[src/clcd_pkg.sv]
// Shared types and constants for the 4-bit character LCD command engine.
// Used by char_lcd_4bit_command_engine; has no dependencies of its own.
package clcd_pkg;

  typedef enum logic [2:0] {
    FN_INIT   = 3'd0,
    FN_CLEAR  = 3'd1,
    FN_CURSOR = 3'd2,
    FN_LINE   = 3'd3,
    FN_CHAR   = 3'd4,
    FN_NUMBER = 3'd5
  } func_t;

  typedef enum logic [2:0] {
    S_IDLE  = 3'b001,
    S_EMIT  = 3'b010,
    S_DIGIT = 3'b100
  } state_t;

  localparam int LINE_CHARS_DEF = 16;

  localparam logic [7:0] CMD_ROW0     = 8'h80;
  localparam logic [7:0] CMD_ROW1     = 8'hC0;
  localparam logic [7:0] CMD_FUNC_SET = 8'h28;
  localparam logic [7:0] CMD_DISP_ON  = 8'h0C;
  localparam logic [7:0] CMD_ENTRY    = 8'h06;
  localparam logic [7:0] CMD_CLEAR    = 8'h01;
  localparam logic [3:0] NIB_WAKE     = 4'h3;
  localparam logic [3:0] NIB_4BIT     = 4'h2;
  localparam logic [7:0] CHAR_SPACE   = 8'h20;
  localparam logic [7:0] CHAR_ZERO    = 8'h30;

  localparam logic [13:0] WAIT_BOOT  = 14'd15000;
  localparam logic [12:0] WAIT_POWER = 13'd5100;
  localparam logic [12:0] WAIT_HIGH  = 13'd100;
  localparam logic [12:0] WAIT_LOW   = 13'd200;
  localparam logic [12:0] WAIT_CLEAR = 13'd2200;

  localparam logic [2:0] PLACE_LAST = 3'd4;

  function automatic logic [15:0] pow10(input logic [2:0] place);
    logic [15:0] p;
    unique case (place)
      3'd0:    p = 16'd10000;
      3'd1:    p = 16'd1000;
      3'd2:    p = 16'd100;
      3'd3:    p = 16'd10;
      default: p = 16'd1;
    endcase
    return p;
  endfunction

endpackage

[src/char_lcd_4bit_command_engine.sv]
// Character LCD command engine: expands one display command into 4-bit transfers.
// Depends on clcd_pkg for command codes, states, byte constants and the power-of-ten table.
//
//   channel | handshake            | payload
//   --------+----------------------+-------------------------------------------------
//   in      | in_valid / in_stall  | func, row, col, char_code, number
//   out     | out_valid / out_stall| reg_select, nibble, wait_before_us, wait_after_us, last
//
// Each accepted item emits its transfers, advancing only while the output is not stalled:
// init 12 transfers, clear, cursor and char 2, clear line 2*LINE_CHARS+4.
// Write number runs a shared compare/subtract unit, subtracting the power of ten to
// close each decimal place, then sends each printed digit as 2 transfers.
// in_stall is high from acceptance until the final transfer is loaded into the output register.
// Synchronous reset clears the sequencer and the output valid; codes 6 and 7 produce nothing.
module char_lcd_4bit_command_engine #(
  parameter int LINE_CHARS = clcd_pkg::LINE_CHARS_DEF
) (
  input  logic        clk,
  input  logic        rst,
  input  logic        in_valid,
  output logic        in_stall,
  input  logic [2:0]  func,
  input  logic        row,
  input  logic [5:0]  col,
  input  logic [7:0]  char_code,
  input  logic [15:0] number,
  output logic        out_valid,
  input  logic        out_stall,
  output logic        reg_select,
  output logic [3:0]  nibble,
  output logic [13:0] wait_before_us,
  output logic [12:0] wait_after_us,
  output logic        last
);
  import clcd_pkg::*;

  localparam int STEP_N = (2 * LINE_CHARS + 4 > 12) ? 2 * LINE_CHARS + 4 : 12;
  localparam int STEP_W = $clog2(STEP_N);

  state_t            state;
  func_t             func_r;
  logic              row_r;
  logic [5:0]        col_r;
  logic [7:0]        char_r;
  logic [15:0]       num_r;
  logic [STEP_W-1:0] step;
  logic [2:0]        place;
  logic [3:0]        digit;
  logic              started;

  logic        in_take;
  logic        emit_go;
  logic        em_rs;
  logic [7:0]  em_byte;
  logic        em_extra;
  logic        em_bare;
  logic [3:0]  em_bare_nib;
  logic        em_last;
  logic [3:0]  em_nib;
  logic [12:0] em_after;
  logic [13:0] em_before;
  logic [7:0]  row_base;
  logic [15:0] pow;
  logic        num_ge;

  assign in_stall = (state != S_IDLE);
  assign in_take  = in_valid && !in_stall;
  assign emit_go  = (state == S_EMIT) && (!out_valid || !out_stall);
  assign row_base = row_r ? CMD_ROW1 : CMD_ROW0;
  assign pow      = pow10(place);
  assign num_ge   = (num_r >= pow);

  always_comb begin
    em_rs       = 1'b0;
    em_byte     = CMD_CLEAR;
    em_extra    = 1'b0;
    em_bare     = 1'b0;
    em_bare_nib = NIB_WAKE;
    em_last     = 1'b0;
    unique case (func_r)
      FN_INIT: begin
        if (step < STEP_W'(4)) begin
          em_bare     = 1'b1;
          em_bare_nib = (step == STEP_W'(3)) ? NIB_4BIT : NIB_WAKE;
        end else begin
          unique case (step[3:1])
            3'd2:    em_byte = CMD_FUNC_SET;
            3'd3:    em_byte = CMD_DISP_ON;
            3'd4:    em_byte = CMD_ENTRY;
            default: begin
              em_byte  = CMD_CLEAR;
              em_extra = 1'b1;
            end
          endcase
        end
        em_last = (step == STEP_W'(11));
      end
      FN_CLEAR: begin
        em_byte  = CMD_CLEAR;
        em_extra = 1'b1;
        em_last  = (step == STEP_W'(1));
      end
      FN_CURSOR: begin
        em_byte = row_base + {2'b00, col_r};
        em_last = (step == STEP_W'(1));
      end
      FN_LINE: begin
        if (step < STEP_W'(2) || step >= STEP_W'(2 * LINE_CHARS + 2)) begin
          em_byte = row_base;
        end else begin
          em_rs   = 1'b1;
          em_byte = CHAR_SPACE;
        end
        em_last = (step == STEP_W'(2 * LINE_CHARS + 3));
      end
      FN_CHAR: begin
        em_rs   = 1'b1;
        em_byte = char_r;
        em_last = (step == STEP_W'(1));
      end
      FN_NUMBER: begin
        em_rs   = 1'b1;
        em_byte = CHAR_ZERO + {4'b0000, digit};
        em_last = step[0] && (place == PLACE_LAST);
      end
      default: begin
        em_last = 1'b1;
      end
    endcase
  end

  always_comb begin
    em_nib = em_bare ? em_bare_nib : (step[0] ? em_byte[3:0] : em_byte[7:4]);
    if (em_bare) begin
      em_after = (step == '0) ? WAIT_POWER : WAIT_LOW;
    end else if (step[0]) begin
      em_after = em_extra ? WAIT_CLEAR : WAIT_LOW;
    end else begin
      em_after = WAIT_HIGH;
    end
    em_before = (func_r == FN_INIT && step == '0) ? WAIT_BOOT : 14'd0;
  end

  always_ff @(posedge clk) begin
    if (rst) begin
      state     <= S_IDLE;
      out_valid <= 1'b0;
    end else begin
      if (emit_go) begin
        out_valid <= 1'b1;
      end else if (!out_stall) begin
        out_valid <= 1'b0;
      end
      unique case (state)
        S_IDLE: begin
          if (in_take) begin
            if (func == FN_NUMBER) begin
              state <= S_DIGIT;
            end else if (func <= FN_NUMBER) begin
              state <= S_EMIT;
            end
          end
        end
        S_DIGIT: begin
          if (!num_ge && (digit != 4'd0 || started || place == PLACE_LAST)) begin
            state <= S_EMIT;
          end
        end
        S_EMIT: begin
          if (emit_go) begin
            if (em_last) begin
              state <= S_IDLE;
            end else if (func_r == FN_NUMBER && step[0]) begin
              state <= S_DIGIT;
            end
          end
        end
        default: state <= S_IDLE;
      endcase
    end
  end

  always_ff @(posedge clk) begin
    if (in_take) begin
      func_r  <= func_t'(func);
      row_r   <= row;
      col_r   <= col;
      char_r  <= char_code;
      num_r   <= number;
      step    <= '0;
      place   <= 3'd0;
      digit   <= 4'd0;
      started <= 1'b0;
    end
    if (state == S_DIGIT) begin
      if (num_ge) begin
        num_r <= num_r - pow;
        digit <= digit + 4'd1;
      end else if (digit != 4'd0 || started || place == PLACE_LAST) begin
        started <= 1'b1;
        step    <= '0;
      end else begin
        place <= place + 3'd1;
      end
    end
    if (emit_go) begin
      reg_select     <= em_rs;
      nibble         <= em_nib;
      wait_before_us <= em_before;
      wait_after_us  <= em_after;
      last           <= em_last;
      step           <= step + STEP_W'(1);
      if (func_r == FN_NUMBER && step[0] && !em_last) begin
        place <= place + 3'd1;
        digit <= 4'd0;
      end
    end
  end

  a_emit_valid: assert property (@(posedge clk) disable iff (rst)
    emit_go |=> out_valid)
    else $error("transfer loaded without valid");

  a_last_idle: assert property (@(posedge clk) disable iff (rst)
    (emit_go && em_last) |=> (state == S_IDLE))
    else $error("sequencer busy after final transfer");

  a_digit_range: assert property (@(posedge clk) disable iff (rst)
    (state == S_DIGIT) |-> (digit <= 4'd9 && place <= PLACE_LAST))
    else $error("decimal digit out of range");

  a_boot_wait: assert property (@(posedge clk) disable iff (rst)
    (out_valid && wait_before_us != 14'd0) |-> (nibble == NIB_WAKE && !reg_select))
    else $error("power-up wait on wrong transfer");

endmodule
[config.mk]
export PLATFORM = sky130hd
export DESIGN_NAME = char_lcd_4bit_command_engine
export DESIGN_NICKNAME = d
export VERILOG_FILES = /design/src/clcd_pkg.sv /design/src/char_lcd_4bit_command_engine.sv
export SDC_FILE = /design/constraint.sdc
export NUM_CORES = 1
export LEC_CHECK = 0
export ABC_AREA = 0
export BUFFER_PORTS_ARGS = -buffer_cell sky130_fd_sc_hd__buf_4
export CELL_PAD_IN_SITES_DETAIL_PLACEMENT = 0
export CELL_PAD_IN_SITES_GLOBAL_PLACEMENT = 1
export CORE_MARGIN = 2
export CORE_UTILIZATION = 34
export DETAILED_ROUTE_END_ITERATION = 7
export PLACE_DENSITY_LB_ADDON = 0.1
export RECOVER_POWER = 50
export SLEW_MARGIN = 30
export SYNTH_ARGS = -nofsm -noshare
export SYNTH_HDL_FRONTEND = slang
export SYNTH_SLANG_ARGS = --single-unit
[constraint.sdc]
create_clock -name clk -period 3.2 [get_ports clk]
set_input_delay 0.16 -clock clk [delete_from_list [all_inputs] [get_ports clk]]
set_output_delay 0.16 -clock clk [all_outputs]
set_load 0.02 [all_outputs]
==> key figures <==
Status
  – Outcome: finished clean

Worst hold path
  – Hold WC Path Type: input port to flip-flop
  – Hold Crit Start: char_code[0]

Routing
  – WL per Instance: about 16 um
  – Post-DR vias/cell: between 5 and 6
  – WL met3: 319 um
  – DRT Pass-1 Iters: 4
  – Post-route ant nets: 0
  – DRT Wirelength: just over 10000 um
  – Top sig layer: met4
  – Met2 wire len: 5320 um
  – Iter 0 DRT Violations: 109
  – M1 wire length: around 4200 um
  – Vias after detailed routing: 3400
  – # DRC: 0

Yosys
  – Ys async rst share: 0%
  – Synth warnings: 0
  – Area of the mapped netlist: 3970 um2
  – Xor and xnor area share after synthesis: slightly below 2%
  – Post-Synth Adder-Cell Area: 8.08%
  – Cells after Synth: ~420
  – Largest family of logic cells by synthesized area: compound AO/OA/AOI/OAI gates
  – Mux contribution to synthesized area: approximately 4.4%
  – Synth Flop Type: dfxtp_1
  – Synth Register Bits: 64
  – Register area share after synthesis: 39.9%
  – Post-synth EDFFs: 30
  – Post-Synth Simple-Gate Area: 16.5%
  – Post-Syn Area per Cell: between 9 and 10 um2
  – Yosys cell types: 69
  – Complex-gate fraction of the synthesized area: around a fifth

Cells and area
  – Final Util: between 40% and 50%
  – Fillers: approximately 1200
  – Commonest non-fill, non-tap cell in the layout: nand2_1
  – Ant diodes: 0
  – Commonest non-fill, non-tap cells in the layout: nand2_1 (43), buf_4 (36), clkbuf_1 (33), dfxtp_1 (33), edfxtp_1 (30)
  – Fin nets: approximately 570
  – Post-route cell area: just under 5000 um2
  – Layout cells sized above 1: between 10% and 20%
  – Multi-input gate area: about 2100 um2
  – Area delta synth->final: 23.2%
  – Reg area: between 1500 and 2000 um2

Placement
  – Post-Place Cell Area: approximately 4500 um2
  – Buffers added on ports: slightly above 60
  – Dpl hpwl: roughly 7300 um
  – GP Congestion: 0.814

GRT
  – Initial antenna violation count: 0
  – GRT Total Usage: 16.6%
  – GR Overflow Total: 0
  – Vias in the first global route: roughly 3400
  – Pin count of the biggest net entering global routing: 21
  – First-pass GRT wire length: approximately 16000 um

Setup path
  – Family with the most delay on the worst path: adder cells
  – Crit path DAT: between 3 and 4 ns
  – Crit path buf inv count: 3
  – Critical R2R Launch: place[0]
  – Worst path most repeated cell: ha_1
  – CP Class: flip-flop to flip-flop
  – Crit path launch: place[0]
  – Critical Path Fanout Max: 5
  – Req. time, crit path: about 3.4 ns
  – Crit-path cells: ha_1 -> ha_1 -> inv_1 -> and3_1 -> ha_1 -> inv_1 -> fa_1 -> nand3_1 -> a21oi_2 -> o311ai_4 -> buf_4 -> and2_1 -> a31oi_1 -> o311a_1
  – Worst path slowest cell: fa_1
  – Worst setup SP type: flip-flop
  – Setup crit end kind: flip-flop
  – Slowest stage delay, CP: 0.39 ns

STA
  – Period utilisation layout: between 90% and 100%
  – Slew HR: approximately 39%
  – RSZ-0062 raised after global routing: false
  – Hold Worst Slack: 0.0357 ns
  – Clock Skews: around 0.0045 ns
  – Max-slew violations: 0
  – Hold Fails Final Rpt: 0
  – Slew at the pin with the worst max-slew slack: 0.921 ns
  – Period minus WS final: about 3.0 ns
  – Max Freq: about 0.33 GHz
  – Endpoints failing setup: 0

CTS
  – Clock root cell: clkbuf_16
  – H-tree depth: 3
  – Cts bufs inserted: 9
  – Max clock buf depth: 2
  – CTS tree: done
  – Worst skew pair latency: roughly 0.33 ns
  – Worst-path clk slew: around 0.060 ns
  – Clock Sinks: 64

Floorplan
  – Die Wd: around 110 um
  – Core Area: about 11000 um2
  – Die ar.: roughly 13000 um2
  – Initial Util: 34.7%
  – Site row count: 39
  – DIE HEIGHT: 112 um
  – Num ports: between 70 and 80

Power
  – Pwr/cell area: 778 nW/um2
  – Leakage power: 1.92 nW
  – Peak VDD IR: 0.404 mV

Flow run
  – Max Cap Viol: 0
[cells in the mapped netlist, types with 3 or more instances]
| library cell | number | area share, % |
|---|---|---|
| nand2_1 | 43 | 4.1 |
| dfxtp_1 | 34 | 17 |
| edfxtp_1 | 30 | 23 |
| a21oi_1 | 27 | 3.4 |
| ha_1 | 24 | 7.6 |
| buf_4 | 23 | 4.4 |
| inv_1 | 22 | 2.1 |
| o21ai_0 | 22 | 2.8 |
| nor2_1 | 20 | 1.9 |
| mux2i_1 | 14 | 3.5 |
| nand3_1 | 14 | 1.8 |
| a31oi_1 | 10 | 1.6 |
| a211oi_1 | 8 | 1.5 |
| buf_2 | 7 | 0.88 |
| nor3_1 | 7 | 0.88 |
| a21o_1 | 6 | 1.1 |
| nand4_1 | 6 | 0.95 |
| and3_1 | 5 | 0.79 |
| nor2b_1 | 5 | 0.79 |
| xnor2_1 | 5 | 1.1 |
| clkbuf_1 | 4 | 0.38 |
| nor3b_1 | 4 | 0.76 |
| o21a_1 | 4 | 0.76 |
| o22ai_1 | 4 | 0.63 |
| or3_1 | 4 | 0.63 |
| xor2_1 | 4 | 0.88 |
| and2_1 | 3 | 0.47 |
| nand3b_1 | 3 | 0.57 |
| nand4b_1 | 3 | 0.66 |
| nor4_1 | 3 | 0.47 |
| o21ai_2 | 3 | 0.66 |
| o221a_1 | 3 | 0.85 |
[cell type report]
class,count,area share [%]
clock buffer,11,4.76
tap,143,3.66
sequential,64,32.4
clock inverter,5,1.18
inverter,24,1.84
multi-input combinational,308,43.0
timing repair buffer,96,13.1
[per-layer routing]
metal | global-route usage, % | vias up
met3 | 4.30 | 16
li1 | - | 1700
met2 | 30.4 | 57
met1 | 18.0 | 1627
met4 | 7.40 | 0
met5 | 0 | -
[registers in the layout, summed over array words and instances (netlist names), 3 cells and up]
name,count
num_r,16
col_r,6
char_r,8
digit,4
place,3
func_r,3
step,6
state,3
wait_after_us,5
nibble,4
[cells by family after synthesis]
group           count (synthesis)
simple gates                  129
other cells                     1
flops                          64
mux                            17
fa+ha+maj                      25
xor+xnor                        9
compound gates                118
buf+inv                        60
[per-stage QoR]
step	setup WS (ns)	total power, mW	setup TNS, ns	instances
5_1_grt	0.00371	4.08	0	651
4_1_cts	0.0651	3.85	0	646
3_5_place_dp	-0.00884	2.84	-0.00884	619
6_report	0.169	3.80	0	651
3_3_place_gp	0.124	2.84	0	619
2_1_floorplan	0.139	2.41	0	432
[worst paths after layout]
check	end	slack, ns	cells after the start
worst max-delay path	state[2]	0.17	14
worst min-delay path	char_r[0]	0.04	1
worst max register to register	state[2]	0.17	14
worst min register to register	started	0.45	2
[power by group]
part / switching (mW) / internal [mW] / total [mW]
clock network: 0.363 / 0.601 / 0.965
registers: 0.158 / 1.09 / 1.25
logic: 0.927 / 0.665 / 1.59
[what timing repair did]
item / in CTS / in global routing
hold buffers: 11 / 4
hold endpoints to repair: 11 / 4
gates resized for setup: 2 / 4
pin swaps: 0 / 1
buffers inserted: 0 / 1
setup endpoints to repair: 8 / 13
No activity file was read; power rests on OpenSTA's default activity.
